[src/sv/lcfa_pkg.sv]
// ----------------------------------------------------------------------------
// lcfa_pkg
// Shared types and codes of the load-cell force alarm block.
// ----------------------------------------------------------------------------
package lcfa_pkg;

	localparam int ADDR_W = 5;
	localparam int DIFF_W = 25;
	localparam int QUO_W  = 26;

	localparam logic [2:0] REG_ENABLE = 3'd0;
	localparam logic [2:0] REG_PERIOD = 3'd1;
	localparam logic [2:0] REG_LIMIT  = 3'd2;
	localparam logic [2:0] REG_OFFSET = 3'd3;
	localparam logic [2:0] REG_SCALE  = 3'd4;

	localparam logic [1:0] MODE_POLL  = 2'd0;
	localparam logic [1:0] MODE_FORCE = 2'd1;
	localparam logic [1:0] MODE_RAW   = 2'd2;

	localparam logic [2:0] KIND_FORCE     = 3'd0;
	localparam logic [2:0] KIND_RAW       = 3'd1;
	localparam logic [2:0] KIND_ALARM     = 3'd2;
	localparam logic [2:0] KIND_NORMAL    = 3'd3;
	localparam logic [2:0] KIND_ALARM_VAL = 3'd4;
	localparam logic [2:0] KIND_NOT_READY = 3'd5;

	// Job codes handed from the front end to the back end.
	localparam logic [2:0] OP_PUB    = 3'd0;
	localparam logic [2:0] OP_WATCH  = 3'd1;
	localparam logic [2:0] OP_READF  = 3'd2;
	localparam logic [2:0] OP_RAW    = 3'd3;
	localparam logic [2:0] OP_NREADY = 3'd4;

	typedef struct packed {
		logic               enable;
		logic [31:0]        period_ms;
		logic signed [15:0] alarm_limit;
		logic signed [23:0] zero_offset;
		logic signed [31:0] scale_divisor;
	} cfg_t;

	typedef struct packed {
		logic [2:0]              op;
		logic signed [DIFF_W-1:0] data;
	} job_t;

	typedef struct packed {
		logic [2:0]         kind;
		logic signed [31:0] value;
		logic               last;
	} res_t;

	typedef struct packed {
		logic                     start;
		logic signed [DIFF_W-1:0] dividend;
		logic signed [31:0]       divisor;
	} div_req_t;

	typedef struct packed {
		logic                    busy;
		logic                    done;
		logic signed [QUO_W-1:0] quotient;
	} div_rsp_t;

endpackage

[src/sv/lcfa_regs.sv]
// ----------------------------------------------------------------------------
// lcfa_regs
// Configuration registers behind an APB-style port.
// ----------------------------------------------------------------------------
module lcfa_regs (
	input  logic                          clk,
	input  logic                          arst_n,
	input  logic                          psel,
	input  logic                          penable,
	input  logic                          pwrite,
	input  logic [lcfa_pkg::ADDR_W-1:0]   paddr,
	input  logic [31:0]                   pwdata,
	output logic [31:0]                   prdata,
	output logic                          pready,
	output lcfa_pkg::cfg_t                cfg
);
	import lcfa_pkg::*;

	cfg_t       cfg_q;
	logic       wr_en;
	logic [2:0] reg_idx;

	assign pready  = 1'b1;
	assign wr_en   = psel & penable & pwrite & pready;
	assign reg_idx = paddr[ADDR_W-1:2];
	assign cfg     = cfg_q;

	always_ff @(posedge clk or negedge arst_n) begin
		if (!arst_n) begin
			cfg_q <= '0;
		end else if (wr_en) begin
			case (reg_idx)
				REG_ENABLE: cfg_q.enable        <= pwdata[0];
				REG_PERIOD: cfg_q.period_ms     <= pwdata;
				REG_LIMIT:  cfg_q.alarm_limit   <= pwdata[15:0];
				REG_OFFSET: cfg_q.zero_offset   <= pwdata[23:0];
				REG_SCALE:  cfg_q.scale_divisor <= pwdata;
				default: ;
			endcase
		end
	end

	always_comb begin
		case (reg_idx)
			REG_ENABLE: prdata = {31'd0, cfg_q.enable};
			REG_PERIOD: prdata = cfg_q.period_ms;
			REG_LIMIT:  prdata = {{16{cfg_q.alarm_limit[15]}}, cfg_q.alarm_limit};
			REG_OFFSET: prdata = {{8{cfg_q.zero_offset[23]}}, cfg_q.zero_offset};
			REG_SCALE:  prdata = cfg_q.scale_divisor;
			default:    prdata = 32'd0;
		endcase
	end

endmodule

[src/sv/lcfa_front.sv]
// ----------------------------------------------------------------------------
// lcfa_front
// Accepts input words, applies the enable and period rules and turns each
// word into at most one job for the back end.
// ----------------------------------------------------------------------------
module lcfa_front (
	input  logic                clk,
	input  logic                arst_n,
	input  logic                push,
	output logic                full,
	input  logic [1:0]          mode,
	input  logic [31:0]         time_ms,
	input  logic signed [23:0]  sample,
	input  logic                sample_ready,
	input  lcfa_pkg::cfg_t      cfg,
	input  logic                jobq_full,
	output logic                job_push,
	output lcfa_pkg::job_t      job
);
	import lcfa_pkg::*;

	logic [31:0]        last_emit_q;
	logic               accept;
	logic               want_job;
	logic               upd_time;
	logic               elapsed;
	logic [31:0]        delta;
	logic [DIFF_W-1:0]  diff;

	assign full     = jobq_full;
	assign accept   = push & ~jobq_full;
	assign delta    = time_ms - last_emit_q;
	assign elapsed  = (delta >= cfg.period_ms);
	assign diff     = {sample[23], sample} - {cfg.zero_offset[23], cfg.zero_offset};
	assign job_push = accept & want_job;

	always_comb begin
		want_job = 1'b0;
		upd_time = 1'b0;
		job.op   = OP_READF;
		job.data = diff;
		if (mode == MODE_POLL) begin
			if (cfg.enable) begin
				if (cfg.period_ms == 32'd0) begin
					want_job = sample_ready;
					job.op   = OP_WATCH;
				end else if (elapsed) begin
					// The time is stored even when the sample is not ready.
					upd_time = 1'b1;
					want_job = sample_ready;
					job.op   = OP_PUB;
				end
			end
		end else if (!sample_ready) begin
			want_job = 1'b1;
			job.op   = OP_NREADY;
		end else if (mode == MODE_RAW) begin
			want_job = 1'b1;
			job.op   = OP_RAW;
			job.data = {sample[23], sample};
		end else begin
			want_job = 1'b1;
			job.op   = OP_READF;
		end
	end

	always_ff @(posedge clk or negedge arst_n) begin
		if (!arst_n) begin
			last_emit_q <= 32'd0;
		end else if (accept && upd_time) begin
			last_emit_q <= time_ms;
		end
	end

endmodule

[src/sv/lcfa_jobq.sv]
// ----------------------------------------------------------------------------
// lcfa_jobq
// Two-entry job queue between the front end and the back end.
// ----------------------------------------------------------------------------
module lcfa_jobq (
	input  logic            clk,
	input  logic            arst_n,
	input  logic            push,
	input  lcfa_pkg::job_t  job_in,
	output logic            full,
	input  logic            pop,
	output logic            valid,
	output lcfa_pkg::job_t  job_out
);
	import lcfa_pkg::*;

	job_t       mem_q [0:1];
	logic       wr_q;
	logic       rd_q;
	logic [1:0] cnt_q;
	logic       do_wr;
	logic       do_rd;

	assign full    = (cnt_q == 2'd2);
	assign valid   = (cnt_q != 2'd0);
	assign job_out = mem_q[rd_q];
	assign do_wr   = push & ~full;
	assign do_rd   = pop & valid;

	always_ff @(posedge clk) begin
		if (do_wr) begin
			mem_q[wr_q] <= job_in;
		end
	end

	always_ff @(posedge clk or negedge arst_n) begin
		if (!arst_n) begin
			wr_q  <= 1'b0;
			rd_q  <= 1'b0;
			cnt_q <= 2'd0;
		end else begin
			if (do_wr) begin
				wr_q <= ~wr_q;
			end
			if (do_rd) begin
				rd_q <= ~rd_q;
			end
			case ({do_wr, do_rd})
				2'b10:   cnt_q <= cnt_q + 2'd1;
				2'b01:   cnt_q <= cnt_q - 2'd1;
				default: ;
			endcase
		end
	end

endmodule

[src/sv/lcfa_div.sv]
// ----------------------------------------------------------------------------
// lcfa_div
// Signed divider, one quotient bit per cycle, truncating toward zero.
// A zero divisor gives a zero quotient.
// ----------------------------------------------------------------------------
module lcfa_div (
	input  logic                clk,
	input  logic                arst_n,
	input  lcfa_pkg::div_req_t  req,
	output lcfa_pkg::div_rsp_t  rsp
);
	import lcfa_pkg::*;

	localparam logic [4:0] LAST_STEP = 5'(DIFF_W - 1);

	logic              busy_q;
	logic              fin_q;
	logic              done_q;
	logic              neg_q;
	logic [4:0]        cnt_q;
	logic [31:0]       rem_q;
	logic [31:0]       dmag_q;
	logic [DIFF_W-1:0] acc_q;
	logic [QUO_W-1:0]  quo_q;

	logic [DIFF_W-1:0] amag;
	logic [31:0]       dmag;
	logic [32:0]       trial;
	logic [32:0]       trial_sub;
	logic              ge;

	assign amag      = req.dividend[DIFF_W-1] ? (~req.dividend + 1'b1) : req.dividend;
	assign dmag      = req.divisor[31] ? (~req.divisor + 32'd1) : req.divisor;
	assign trial     = {rem_q, acc_q[DIFF_W-1]};
	assign trial_sub = trial - {1'b0, dmag_q};
	assign ge        = (trial >= {1'b0, dmag_q});

	assign rsp.busy     = busy_q | fin_q;
	assign rsp.done     = done_q;
	assign rsp.quotient = quo_q;

	always_ff @(posedge clk or negedge arst_n) begin
		if (!arst_n) begin
			busy_q <= 1'b0;
			fin_q  <= 1'b0;
			done_q <= 1'b0;
			cnt_q  <= 5'd0;
		end else begin
			done_q <= 1'b0;
			if (req.start) begin
				if (req.divisor == 32'sd0) begin
					done_q <= 1'b1;
				end else begin
					busy_q <= 1'b1;
					cnt_q  <= LAST_STEP;
				end
			end else if (busy_q) begin
				if (cnt_q == 5'd0) begin
					busy_q <= 1'b0;
					fin_q  <= 1'b1;
				end else begin
					cnt_q <= cnt_q - 5'd1;
				end
			end else if (fin_q) begin
				fin_q  <= 1'b0;
				done_q <= 1'b1;
			end
		end
	end

	always_ff @(posedge clk) begin
		if (req.start) begin
			rem_q  <= 32'd0;
			acc_q  <= amag;
			dmag_q <= dmag;
			neg_q  <= req.dividend[DIFF_W-1] ^ req.divisor[31];
			quo_q  <= '0;
		end else if (busy_q) begin
			rem_q <= ge ? trial_sub[31:0] : trial[31:0];
			acc_q <= {acc_q[DIFF_W-2:0], ge};
		end else if (fin_q) begin
			quo_q <= neg_q ? (QUO_W'(0) - {1'b0, acc_q}) : {1'b0, acc_q};
		end
	end

endmodule

[src/sv/lcfa_back.sv]
// ----------------------------------------------------------------------------
// lcfa_back
// Carries out jobs: runs the divider, updates the alarm state and writes the
// result words into a four-entry output queue.
// ----------------------------------------------------------------------------
module lcfa_back (
	input  logic                clk,
	input  logic                arst_n,
	input  lcfa_pkg::cfg_t      cfg,
	input  logic                job_valid,
	input  lcfa_pkg::job_t      job,
	output logic                job_pop,
	output lcfa_pkg::div_req_t  div_req,
	input  lcfa_pkg::div_rsp_t  div_rsp,
	input  logic                pop,
	output logic                empty,
	output logic [2:0]          kind,
	output logic signed [31:0]  value,
	output logic                last
);
	import lcfa_pkg::*;

	localparam logic [1:0] ST_IDLE = 2'd0;
	localparam logic [1:0] ST_DIV  = 2'd1;
	localparam logic [1:0] ST_EMIT = 2'd2;

	logic [1:0] state_q;
	logic [2:0] op_q;
	logic       alarm_on_q;
	res_t       word_q [0:2];

	res_t       fifo_q [0:3];
	logic [1:0] wr_q;
	logic [1:0] rd_q;
	logic [2:0] cnt_q;
	logic       fifo_wr;
	logic       fifo_rd;

	logic              needs_div;
	logic              has_force;
	logic              alarm_op;
	logic              over;
	logic              enter;
	logic              leave;
	logic              any_word;
	logic signed [31:0] f32;
	logic signed [26:0] f27;
	logic signed [26:0] lim27;
	logic signed [26:0] nlim27;
	res_t              nw [0:2];
	res_t              direct_word;

	// A job starts only when the output queue can take three words.
	assign job_pop   = (state_q == ST_IDLE) & job_valid & (cnt_q <= 3'd1);
	assign needs_div = job.op inside {OP_PUB, OP_WATCH, OP_READF};

	assign div_req.start    = job_pop & needs_div;
	assign div_req.dividend = job.data;
	assign div_req.divisor  = cfg.scale_divisor;

	assign has_force = op_q inside {OP_PUB, OP_READF};
	assign alarm_op  = op_q inside {OP_PUB, OP_WATCH};
	assign f32       = {{(32-QUO_W){div_rsp.quotient[QUO_W-1]}}, div_rsp.quotient};
	assign f27       = {div_rsp.quotient[QUO_W-1], div_rsp.quotient};
	assign lim27     = {{11{cfg.alarm_limit[15]}}, cfg.alarm_limit};
	assign nlim27    = -lim27;
	assign over      = (f27 > lim27) || (f27 < nlim27);
	assign enter     = alarm_op & over & ~alarm_on_q;
	assign leave     = alarm_op & ~over & alarm_on_q;
	assign any_word  = has_force | enter | leave;

	always_comb begin
		res_t w_alarm;
		res_t w_val;
		w_alarm.kind  = enter ? KIND_ALARM : KIND_NORMAL;
		w_alarm.value = 32'sd0;
		w_alarm.last  = 1'b0;
		w_val.kind    = KIND_ALARM_VAL;
		w_val.value   = enter ? f32 : 32'sd0;
		w_val.last    = 1'b1;
		nw[0] = '0;
		nw[1] = '0;
		nw[2] = '0;
		if (has_force) begin
			nw[0].kind  = KIND_FORCE;
			nw[0].value = f32;
			nw[0].last  = ~(enter | leave);
			nw[1]       = w_alarm;
			nw[2]       = w_val;
		end else begin
			nw[0] = w_alarm;
			nw[1] = w_val;
		end
	end

	always_comb begin
		direct_word.last = 1'b1;
		if (job.op == OP_RAW) begin
			direct_word.kind  = KIND_RAW;
			direct_word.value = {{(32-DIFF_W){job.data[DIFF_W-1]}}, job.data};
		end else begin
			direct_word.kind  = KIND_NOT_READY;
			direct_word.value = 32'sd0;
		end
	end

	always_ff @(posedge clk or negedge arst_n) begin
		if (!arst_n) begin
			state_q    <= ST_IDLE;
			op_q       <= OP_READF;
			alarm_on_q <= 1'b0;
		end else begin
			case (state_q)
				ST_IDLE: begin
					if (job_pop) begin
						op_q    <= job.op;
						state_q <= needs_div ? ST_DIV : ST_EMIT;
					end
				end
				ST_DIV: begin
					if (div_rsp.done) begin
						if (enter) begin
							alarm_on_q <= 1'b1;
						end else if (leave) begin
							alarm_on_q <= 1'b0;
						end
						state_q <= any_word ? ST_EMIT : ST_IDLE;
					end
				end
				ST_EMIT: begin
					if (word_q[0].last) begin
						state_q <= ST_IDLE;
					end
				end
				default: state_q <= ST_IDLE;
			endcase
		end
	end

	// Pending words shift toward slot zero, one word written per cycle.
	always_ff @(posedge clk) begin
		if (job_pop && !needs_div) begin
			word_q[0] <= direct_word;
		end else if (state_q == ST_DIV && div_rsp.done) begin
			word_q[0] <= nw[0];
			word_q[1] <= nw[1];
			word_q[2] <= nw[2];
		end else if (state_q == ST_EMIT) begin
			word_q[0] <= word_q[1];
			word_q[1] <= word_q[2];
		end
	end

	assign fifo_wr = (state_q == ST_EMIT);
	assign fifo_rd = pop & ~empty;
	assign empty   = (cnt_q == 3'd0);
	assign kind    = fifo_q[rd_q].kind;
	assign value   = fifo_q[rd_q].value;
	assign last    = fifo_q[rd_q].last;

	always_ff @(posedge clk) begin
		if (fifo_wr) begin
			fifo_q[wr_q] <= word_q[0];
		end
	end

	always_ff @(posedge clk or negedge arst_n) begin
		if (!arst_n) begin
			wr_q  <= 2'd0;
			rd_q  <= 2'd0;
			cnt_q <= 3'd0;
		end else begin
			if (fifo_wr) begin
				wr_q <= wr_q + 2'd1;
			end
			if (fifo_rd) begin
				rd_q <= rd_q + 2'd1;
			end
			case ({fifo_wr, fifo_rd})
				2'b10:   cnt_q <= cnt_q + 3'd1;
				2'b01:   cnt_q <= cnt_q - 3'd1;
				default: ;
			endcase
		end
	end

endmodule

[src/sv/load_cell_force_alarm.sv]
// Flow: a raw or not-ready item is turned into its word directly; a force or alarm
// word waits for the bit-serial divider, and a zero divisor skips the division.
// A dividing item goes through start, 25 divider steps, sign fix and word load, then
// its result words are written out one by one. The back end takes no new job before
// it is through with the last one; items that give no job stop in the front end.
// Reset: arst_n clears configuration, alarm state, last emit time and queues.
// ----------------------------------------------------------------------------
// load_cell_force_alarm
// Load-cell force publisher with a symmetric threshold alarm.
// ----------------------------------------------------------------------------
module load_cell_force_alarm (
	input  logic                          clk,
	input  logic                          arst_n,
	input  logic                          psel,
	input  logic                          penable,
	input  logic                          pwrite,
	input  logic [lcfa_pkg::ADDR_W-1:0]   paddr,
	input  logic [31:0]                   pwdata,
	output logic [31:0]                   prdata,
	output logic                          pready,
	input  logic                          push,
	output logic                          full,
	input  logic [1:0]                    mode,
	input  logic [31:0]                   time_ms,
	input  logic signed [23:0]            sample,
	input  logic                          sample_ready,
	output logic                          empty,
	input  logic                          pop,
	output logic [2:0]                    kind,
	output logic signed [31:0]            value,
	output logic                          last
);
	import lcfa_pkg::*;

	cfg_t     cfg;
	job_t     job_in;
	job_t     job_out;
	logic     job_push;
	logic     jobq_full;
	logic     job_valid;
	logic     job_pop;
	div_req_t div_req;
	div_rsp_t div_rsp;

	lcfa_regs u_regs (
		.clk     (clk),
		.arst_n  (arst_n),
		.psel    (psel),
		.penable (penable),
		.pwrite  (pwrite),
		.paddr   (paddr),
		.pwdata  (pwdata),
		.prdata  (prdata),
		.pready  (pready),
		.cfg     (cfg)
	);

	lcfa_front u_front (
		.clk          (clk),
		.arst_n       (arst_n),
		.push         (push),
		.full         (full),
		.mode         (mode),
		.time_ms      (time_ms),
		.sample       (sample),
		.sample_ready (sample_ready),
		.cfg          (cfg),
		.jobq_full    (jobq_full),
		.job_push     (job_push),
		.job          (job_in)
	);

	lcfa_jobq u_jobq (
		.clk     (clk),
		.arst_n  (arst_n),
		.push    (job_push),
		.job_in  (job_in),
		.full    (jobq_full),
		.pop     (job_pop),
		.valid   (job_valid),
		.job_out (job_out)
	);

	lcfa_div u_div (
		.clk    (clk),
		.arst_n (arst_n),
		.req    (div_req),
		.rsp    (div_rsp)
	);

	lcfa_back u_back (
		.clk       (clk),
		.arst_n    (arst_n),
		.cfg       (cfg),
		.job_valid (job_valid),
		.job       (job_out),
		.job_pop   (job_pop),
		.div_req   (div_req),
		.div_rsp   (div_rsp),
		.pop       (pop),
		.empty     (empty),
		.kind      (kind),
		.value     (value),
		.last      (last)
	);

	// The front end never writes a job into a full queue.
	a_no_job_overflow: assert property (@(posedge clk) disable iff (!arst_n)
		job_push |-> !jobq_full)
		else $error("job written while the job queue is full");

	// The divider is only started while it is idle.
	a_div_start_idle: assert property (@(posedge clk) disable iff (!arst_n)
		div_req.start |-> !div_rsp.busy)
		else $error("divider started while busy");

	// A quotient is reported for one cycle only.
	a_div_done_pulse: assert property (@(posedge clk) disable iff (!arst_n)
		div_rsp.done |=> !div_rsp.done)
		else $error("divider done held for more than one cycle");

	// A job is taken only when the divider has nothing left to report.
	a_pop_div_quiet: assert property (@(posedge clk) disable iff (!arst_n)
		job_pop |-> !div_rsp.busy && !div_rsp.done)
		else $error("job taken while a division is in flight");

endmodule

[config.mk]
export PLATFORM = sky130hd
export DESIGN_NAME = load_cell_force_alarm
export DESIGN_NICKNAME = d
export VERILOG_FILES = /design/src/sv/lcfa_pkg.sv /design/src/sv/lcfa_regs.sv /design/src/sv/lcfa_front.sv /design/src/sv/lcfa_jobq.sv /design/src/sv/lcfa_div.sv /design/src/sv/lcfa_back.sv /design/src/sv/load_cell_force_alarm.sv
export SDC_FILE = /design/constraint.sdc
export NUM_CORES = 1
export LEC_CHECK = 0
export ABC_AREA = 1
export BUFFER_PORTS_ARGS = -buffer_cell sky130_fd_sc_hd__buf_4
export CAP_MARGIN = 15
export CORE_ASPECT_RATIO = 0.75
export CORE_UTILIZATION = 55
export CTS_BUF_LIST = sky130_fd_sc_hd__clkbuf_16
export DETAILED_ROUTE_END_ITERATION = 16
export HOLD_SLACK_MARGIN = 0.1
export PLACE_DENSITY_LB_ADDON = 0.12
export SYNTH_ARGS = -nofsm -noshare
export SYNTH_HDL_FRONTEND = slang
export SYNTH_HIERARCHICAL = 1
export SYNTH_SLANG_ARGS = --single-unit
[constraint.sdc]
create_clock -name clk -period 9.9 [get_ports clk]
set_input_delay 1.485 -clock clk [delete_from_list [all_inputs] [get_ports clk]]
set_output_delay 1.485 -clock clk [all_outputs]
set_load 0.1 [all_outputs]
# ---- Word-level counts from Yosys, hierarchy flattened
# Memories as Yosys holds them, arrays and structs flattened.
# Cells that the tools add are included.
dict set report word_totals {
  reg_bits 278
  mem_bits_rw 308
  in_bits 103
  out_inout_bits 71
  mem_count 3
}
# name depth word_bits rd rd_ports_with_merged_regs write_ports line_no
set mem_list {}
lappend mem_list {u_back.fifo_q 4 36 1 0 1 lcfa_back.sv:32} ;# res_t fifo_q [0:3];
lappend mem_list {u_back.word_q 3 36 3 0 3 lcfa_back.sv:30} ;# res_t word_q [0:2];
lappend mem_list {u_jobq.mem_q 2 28 1 0 1 lcfa_jobq.sv:17} ;# job_t mem_q [0:1];
dict set report op_classes {
  add_sub_neg 14
  order_cmp 5
  n_eq_ne 23
  n_mux 68
  bitwise 32
  n_reduce_logical 33
}
# op n
set op_table {}
lappend op_table {{32-bit case mux with 5 select lines} 1}
lappend op_table {{25-bit 2-to-1 mux} 6}
lappend op_table {{36-bit 2-to-1 mux} 4}
lappend op_table {{71-bit 2-to-1 mux} 1}
lappend op_table {{32-bit logical NOT} 2}
lappend op_table {{32-bit 2-to-1 mux} 2}
lappend op_table {{32-bit subtractor} 2}
lappend op_table {{35-bit 2-to-1 mux} 1}
lappend op_table {{1-bit 2-to-1 mux} 34}
lappend op_table {{33-bit by 32-bit greater-or-equal comparator with 1-bit output} 1}
lappend op_table {{32-bit by 1-bit adder with 32-bit output (second input constant)} 1}
lappend op_table {{32-bit greater-or-equal comparator} 1}
lappend op_table {{32-bit NOT} 1}
lappend op_table {{31-bit 2-to-1 mux} 1}
lappend op_table {{26-bit by 27-bit less-than comparator with 1-bit output} 1}
lappend op_table {{16-bit negation with 27-bit output} 1}
lappend op_table {{26-bit by 16-bit greater-than comparator with 1-bit output} 1}
lappend op_table {{26-bit 2-to-1 mux} 1}
lappend op_table {{1-bit by 25-bit subtractor with 26-bit output (first input constant)} 1}
lappend op_table {{25-bit by 1-bit adder with 25-bit output (second input constant)} 1}
lappend op_table {{25-bit NOT} 1}
lappend op_table {{24-bit by 24-bit subtractor with 25-bit output} 1}
lappend op_table {{5-bit 2-to-1 mux} 4}
lappend op_table {{2-bit AND reduction} 8}
lappend op_table {{other kinds (31)} 97}

# ---- Longest topological paths before layout
# Gate-level depths: netlist of run 1.
dict set report logic_depth {
  ltp_word 11
  ltp_mapped 31
  mapped_depth_nobuf 31
}

# ---- Modules after synthesis
# Netlist of run 1, hierarchy kept.
# module instances cells_each area_per_inst_um2 seq_area_each_um2
set by_module_without_submodules {}
lappend by_module_without_submodules {lcfa_back 1 1017 11111.9 6512.5}
lappend by_module_without_submodules {lcfa_div 1 1476 9570.4 3103.0}
lappend by_module_without_submodules {lcfa_front 1 1000 6015.8 800.8}
lappend by_module_without_submodules {lcfa_regs 1 582 4880.9 2627.5}
lappend by_module_without_submodules {lcfa_jobq 1 178 2270.9 1781.7}

# ---- Worst setup path before layout of run 1
# No wires, ideal clock.
dict set report synth_timing {
  path_kind {input port to flip-flop}
  from {input port time_ms[0]}
  to {memory u_jobq/mem_q[1][0] in the netlist's numbering, enable pin}
  arrival_ns 5.438
  slack_ns 4.049
  stages 22
  path_cell_list {inv_1 > ha_1 > inv_1 > fa_1 > nand3_1 > nand2_1 > a21oi_1 > o21ai_1 > nand3_1 > nand2_1 > xor2_1 > ha_1 > nand2_1 > nor2_1 > nand4_1 > nor3b_1 > nand2_1 > nand3_1 > nand2_1 > a21oi_1 > o21ai_1 > nor2_1}
}
dict set report synth_via {
  elab_chain_len 10
}
# item line_no
set synth_lines {}
lappend synth_lines {{start, declared} load_cell_force_alarm.sv:24} ;# input logic [31:0] time_ms,
lappend synth_lines {{32-bit subtractor} lcfa_front.sv:32} ;# assign delta = time_ms - last_emit_q;
lappend synth_lines {{32-bit greater-or-equal comparator} lcfa_front.sv:33} ;# assign elapsed = (delta >= cfg.period_ms);
lappend synth_lines {{1-bit 2-to-1 mux} lcfa_front.sv:47} ;# end else if (elapsed) begin
lappend synth_lines {{1-bit 2-to-1 mux} lcfa_front.sv:44} ;# if (cfg.period_ms == 32'd0) begin
lappend synth_lines {{1-bit 2-to-1 mux} lcfa_front.sv:43} ;# if (cfg.enable) begin
lappend synth_lines {{1-bit 2-to-1 mux} lcfa_front.sv:42} ;# if (mode == MODE_POLL) begin
lappend synth_lines {{1-bit bitwise AND} lcfa_front.sv:35} ;# assign job_push = accept & want_job;
lappend synth_lines {{via job_push} load_cell_force_alarm.sv:38} ;# logic job_push;
lappend synth_lines {{1-bit bitwise AND} lcfa_jobq.sv:27} ;# assign do_wr = push & ~full;
lappend synth_lines {{1-bit 2-to-1 mux} lcfa_jobq.sv:31} ;# if (do_wr) begin
lappend synth_lines {{1-bit 2-to-1 mux (implied by the code)} lcfa_jobq.sv:32} ;# mem_q[wr_q] <= job_in;
lappend synth_lines {{end, declared} lcfa_jobq.sv:17}
# The timed path passes the listed nets, and every way through them passes these cells.

# ---- Worst setup path after layout of run 1
# Ends and elaborated chain as after synthesis.

==> qor.txt, run 1 <==
Violated checks -> DRC
Clock power share -> 18.5%
H-tree depth -> 2
Worst reg2reg endpoint -> u_jobq/mem_q[1][0]$_DFFE_PP_
RSZ-0062 raised after global routing -> no
Setup Skew -> 13.3 ps
Initial Util -> 55.8%
Sw frac -> 47.7%
First-pass GRT wire length -> 142000 um
Syn avg cell area -> 7.96 um2
# rows -> 78
Clk buf depth -> 3
Top fanout value on the critical path -> 28
Setup TNS -> 0 ps
Tightest Pin Transition -> 1120 ps
Max cap viols -> 0
Die area -> 62500 um2
Drt drc -> 1
ANT nets after route -> 0
Synth-to-layout area growth -> 9.27%
Critical path startpoint category -> input pin
DR WL/cell -> 17.8 um
# hold bufs at CTS -> 0
Syn Nets -> 4545
TritonCTS buffer count -> 54
Port-buffer cells -> 170
Post_cts resized -> 0
Hold Path End -> u_front/last_emit_q[10]$_DFFE_PN0P_
Fmax -> 173 MHz
Setup Slack @ Placement -> 3550 ps
Worst setup EP type -> flop
Final GP Congestion -> 0.986
DRT Pass-1 Iters -> 12
CTS tree -> built
Mapped Cells -> 4252
Total GRT Usage -> 29.3%
Relative slew margins -> 25.4%
Final min period -> 5770 ps
Fin util -> 61.0%
Sinks on Clock Net -> 540
Final setup viols -> 0
Ant diodes -> 0
Via density -> 5.50
Worst R2R Setup Slack -> 4810 ps
Lkg Pwr -> 17.3 nW
Starting DRT DRC Count -> 2709
Worst skew pair latency -> 630 ps
Fin crit share -> 58.3%
Hold Path Class -> reg2reg
Setup ws final -> 4130 ps
Chip height -> 217 um
Cell count of the worst reg-to-reg path -> 21
NetSw -> 5.56 mW
CP Data Arrival Time -> 6020 ps
# Post-CTS Setup Buffers -> 0
Final hold violation count -> 0
Initial antenna violation count -> 0
Largest net degree at the start of global routing -> 71
Clock Tree Root -> clkbuf_16
Proportion of layout cells with a drive suffix above 1 -> 9.06%
Worst r2r src -> u_front/last_emit_q[0]$_DFFE_PN0P_
Die width -> 288 um
Hold path start -> u_front/last_emit_q[10]$_DFFE_PN0P_
Fin nets -> 4599
Status -> finished with violations
Combinational share of power -> 49.7%
Total internal power -> 6.10 mW
Setup CP Type -> in2reg
Commonest non-fill, non-tap cell in the layout -> nand2_1
Vias in the first global route -> 25200
Grt total ovfl -> 0
I/O Pins -> 174
Via count -> 28300
Synthesis Warnings -> 6
Hold path cells -> 2
Synthesized area -> 33800 um2
Max-slew violations -> 0
CORE AREA -> 60600 um2
Post-DP HPWL -> 69500 um
Most frequent cells in the layout -> 1152 x nand2_1, 577 x inv_1, 331 x nor2_1
Crit path required time -> 10150 ps
Final WL -> 91800 um
Worst VDD drop -> 0.000356 V
Fill cells -> 5444
Register clock-pin slew on the reported worst setup and hold paths -> 60 ps
Fraction of power consumed by sequential logic -> 31.9%
Power Density -> 315 nW/um2
## critical path, cell delays in order
cell and delay, ps:
buf_4 110, inv_1 60, ha_1 140, inv_1 60, fa_1 390, nand3_1 80
nand2_1 110, a21oi_1 450, o21ai_1 220, nand3_1 120, nand2_1 100, xor2_1 160
ha_1 270, nand2_1 60, nor2_1 150, nand4_1 230, nor3b_1 260, nand2_1 130
nand3_1 260, nand2_1 90, a21oi_1 190, o21ai_1 180, nor2_4 670
## per-stage QoR
| step | total power, mW | hold slack (ps) | std cells | instance area [um2] |
|---|---|---|---|---|
| 2_1_floorplan | 8.15 | 442 | 4252 | 33800 |
| 3_3_place_gp | 9.39 | 454 | 5050 | 35100 |
| 3_5_place_dp | 9.47 | 458 | 5050 | 35100 |
| 4_1_cts | 11.7 | 471 | 5150 | 37000 |
| 5_1_grt | 12.4 | 489 | 5150 | 37000 |
| 6_report | 11.7 | 471 | 5150 | 37000 |
## power by group through the flow
stage / Clock [mW] / Sequential (mW) / Combinational (mW)
floorplan: 0 / 3.58 / 4.57
global placement: 0 / 3.74 / 5.64
detailed placement: 0 / 3.75 / 5.72
CTS: 2.19 / 3.72 / 5.74
global route: 2.28 / 3.79 / 6.38
finish: 2.15 / 3.72 / 5.79
## final cells by class
cell class / instances / area (um2) / share of cell area, %
Clock buffer: 54 / 1350 / 3.65
Clock inverter: 46 / 499 / 1.35
Timing Repair Buffer: 200 / 1510 / 4.07
Sequential cell: 540 / 14800 / 40.1
Multi-Input combinational cell: 2916 / 15600 / 42.1
Tap cell: 800 / 1000 / 2.71
Inverter: 594 / 2240 / 6.05
## metal layers
layer	part of all wire (%)	vias to the layer above	global-route usage [%]
met4	1.5	0	5.75
met5	0	-	0
met3	10	92	7.48
met1	49	13100	47.2
met2	39	1091	38.8
li1	-	14100	-
## sequential cells by signal (all words and copies together), names as in the netlist, 2 cells and up
register and flops:
u_back/word_q 86, u_back/state_q 2, u_div/cnt_q 5, u_back/wr_q 2, u_back/op_q 3, u_back/rd_q 2
u_div/rem_q 32, u_jobq/cnt_q 2, u_back/fifo_q 120, u_div/quo_q 26, u_back/cnt_q 3, u_regs/cfg 105
u_jobq/mem_q 56, u_div/dmag_q 32, u_div/acc_q 25, u_front/last_emit_q 32
## worst max-delay path by stage
stage | startpoint | endpoint | slack (ps) | cells past startpoint
global placement | time_ms[0] | u_jobq/mem_q[1][0]$_DFFE_PP_ | 3550 | 23
CTS | time_ms[0] | u_jobq/mem_q[1][17]$_DFFE_PP_ | 4210 | 23
finish | time_ms[0] | u_jobq/mem_q[1][0]$_DFFE_PP_ | 4130 | 23
global route | time_ms[0] | u_jobq/mem_q[1][13]$_DFFE_PP_ | 3800 | 23
detailed placement | time_ms[0] | u_jobq/mem_q[1][0]$_DFFE_PP_ | 3550 | 23
floorplan | time_ms[0] | u_jobq/mem_q[1][0]$_DFFE_PP_ | 4050 | 22
Power figures use the tool's default switching activity.
==> run 2: changes to the inputs <==
==> constraint.sdc (replaced) <==
create_clock -name clk -period 5.6 [get_ports clk]
set_input_delay 0.84 -clock clk [delete_from_list [all_inputs] [get_ports clk]]
set_output_delay 0.84 -clock clk [all_outputs]
set_load 0.1 [all_outputs]
==> run 2 against run 1 <==
  * The flow still finishes with violations (DRC)
  * Count of clock-buffer cells in the layout grew 1
  * Register-to-register slack worse by 3800 ps
  * Design area barely moved
  * Power grew 76%
  * Global-route usage rose by 0.10 points
==> qor.txt, run 2 (synthesized netlist as in run 1, its figures left out) <==
Starting DRT DRC Count -> 3114
Most frequent cells in the layout -> 1152 x nand2_1, 590 x inv_1, 331 x nor2_1
Max-slew violations -> 0
Proportion of layout cells with a drive suffix above 1 -> 8.84%
# hold bufs at CTS -> 0
First-pass GRT wire length -> 143000 um
Setup Skew -> 23.7 ps
Initial antenna violation count -> 0
Port-buffer cells -> 170
Grt total ovfl -> 0
DRT Pass-1 Iters -> 11
Drt drc -> 1
Worst VDD drop -> 0.000582 V
Commonest non-fill, non-tap cell in the layout -> nand2_1
Tightest Pin Transition -> 941 ps
Placed cells -> 5054
Setup crit start -> u_regs/cfg[56]$_DFFE_PN0P_
Clock Tree Root -> clkbuf_16
Hold Path Class -> in2async
Via count -> 28500
Max cap viols -> 0
Critical path startpoint category -> flop
CP Data Arrival Time -> 4990 ps
Buf/Inv on CP -> 2
Design area -> 37000 um2
Worst setup EP type -> flop
Setup CP Type -> reg2reg
Die width -> 288 um
Fmax -> 216 MHz
Status -> finished with violations
Final min period -> 4630 ps
I/O Pins -> 174
Worst R2R Setup Slack -> 970 ps
Initial Util -> 55.8%
Post_cts resized -> 0
Clk buf depth -> 3
CORE AREA -> 60600 um2
Relative slew margins -> 37.1%
Synth-to-layout area growth -> 9.29%
Lkg Pwr -> 17.3 nW
TritonCTS buffer count -> 54
Largest delay contributor family on the critical path -> simple AND/OR/NAND/NOR gates
Non-filler cells, final -> 5156
# Post-CTS Setup Buffers -> 0
Worst path most repeated cell -> nand2_1
Setup TNS -> 0 ps
Post-DP HPWL -> 70000 um
Register clock-pin slew on the reported worst setup and hold paths -> 60 ps
WP depth -> 24
Cell count of the worst reg-to-reg path -> 24
Worst r2r src -> u_regs/cfg[56]$_DFFE_PN0P_
Vias in the first global route -> 25300
Max incr delay on CP -> 450 ps
CTS tree -> built
Power Density -> 556 nW/um2
Total GRT Usage -> 29.4%
Final setup viols -> 0
Final GP Congestion -> 0.974
Crit-path cells -> inv_1 -> ha_1 -> nand3_1 -> nor2_1 -> nand2_1 -> nor3_1 -> nand4_1 -> nor2_1 -> nand2_1 -> nand2_1 -> ha_1 -> a21o_1 -> nor2_1 -> nand2_1 -> a21oi_1 -> nand2_1 -> nand2_1 -> nand2_1 -> nand2_2 -> nand2_4 -> nand2_1 -> inv_1 -> nand2_1 -> nand3_1
Via density -> 5.52
Final hold violation count -> 0
Chip height -> 217 um
DR WL/cell -> 17.9 um
Largest net degree at the start of global routing -> 70
Final WL -> 92100 um
Fin crit share -> 82.7%
Die area -> 62500 um2
ANT nets after route -> 0
Biggest register -> u_back/fifo_q
Placed Instance Area -> 35200 um2
Sinks on Clock Net -> 540
Ant diodes -> 0
RSZ-0062 raised after global routing -> no
# rows -> 78
H-tree depth -> 2
Top fanout value on the critical path -> 55
Max reg flops -> 120
Slowest cell on crit path -> dfrtp_1
Violated checks -> DRC
Fin nets -> 4604
Crit path required time -> 5950 ps
Worst skew pair latency -> 630 ps
==> run 2: layout make-up <==
type / count / area [um2]
clock buffers: 55 / 1380
clock inverters: 46 / 412
fillers: 5498 / 23600
inverters: 594 / 2240
multi-input cells: 2916 / 15600
flip-flops and latches: 540 / 14800
well taps: 800 / 1000
repair buffers: 205 / 1580
==> run 2: per-stage QoR <==
| step | utilization (%) | hold WS [ps] | setup WS (ps) | power (mW) |
|---|---|---|---|---|
| after floorplan | - | 442 | 394 | 14.4 |
| after global placement | 58.1 | 456 | 532 | 16.6 |
| after detailed placement | 58.1 | 458 | 452 | 16.8 |
| after CTS | 61.0 | 247 | 1020 | 20.5 |
| after global routing | 61.0 | 273 | 451 | 22.0 |
| final | 61.0 | 238 | 967 | 20.6 |
==> run 2: routing by layer <==
layer	vias to the layer above	global-route usage, %	wire length (um)
met4	0	5.75	1550
met1	13200	47.4	44800
met3	92	7.80	10100
met5	-	0	0
met2	1101	38.7	35700
li1	14100	-	-
==> run 2: final timing paths <==
path / to
worst max-delay path: u_back/word_q[0][0]$_DFFE_PP_
worst min-delay path: u_front/last_emit_q[14]$_DFFE_PN0P_
worst max register to register: u_back/word_q[0][0]$_DFFE_PP_
worst min register to register: u_jobq/cnt_q[1]$_DFFE_PN0P_
max in group asynchronous: u_div/busy_q$_DFFE_PN0P_
min in group clk: u_regs/cfg[48]$_DFFE_PN0P_
==> run 2: power breakdown <==
group,switching [mW],total (mW),leakage (nW),internal (mW)
clock network,1.62,3.65,0.911,2.03
logic,7.44,10.3,10.8,2.89
registers,0.792,6.58,5.56,5.79
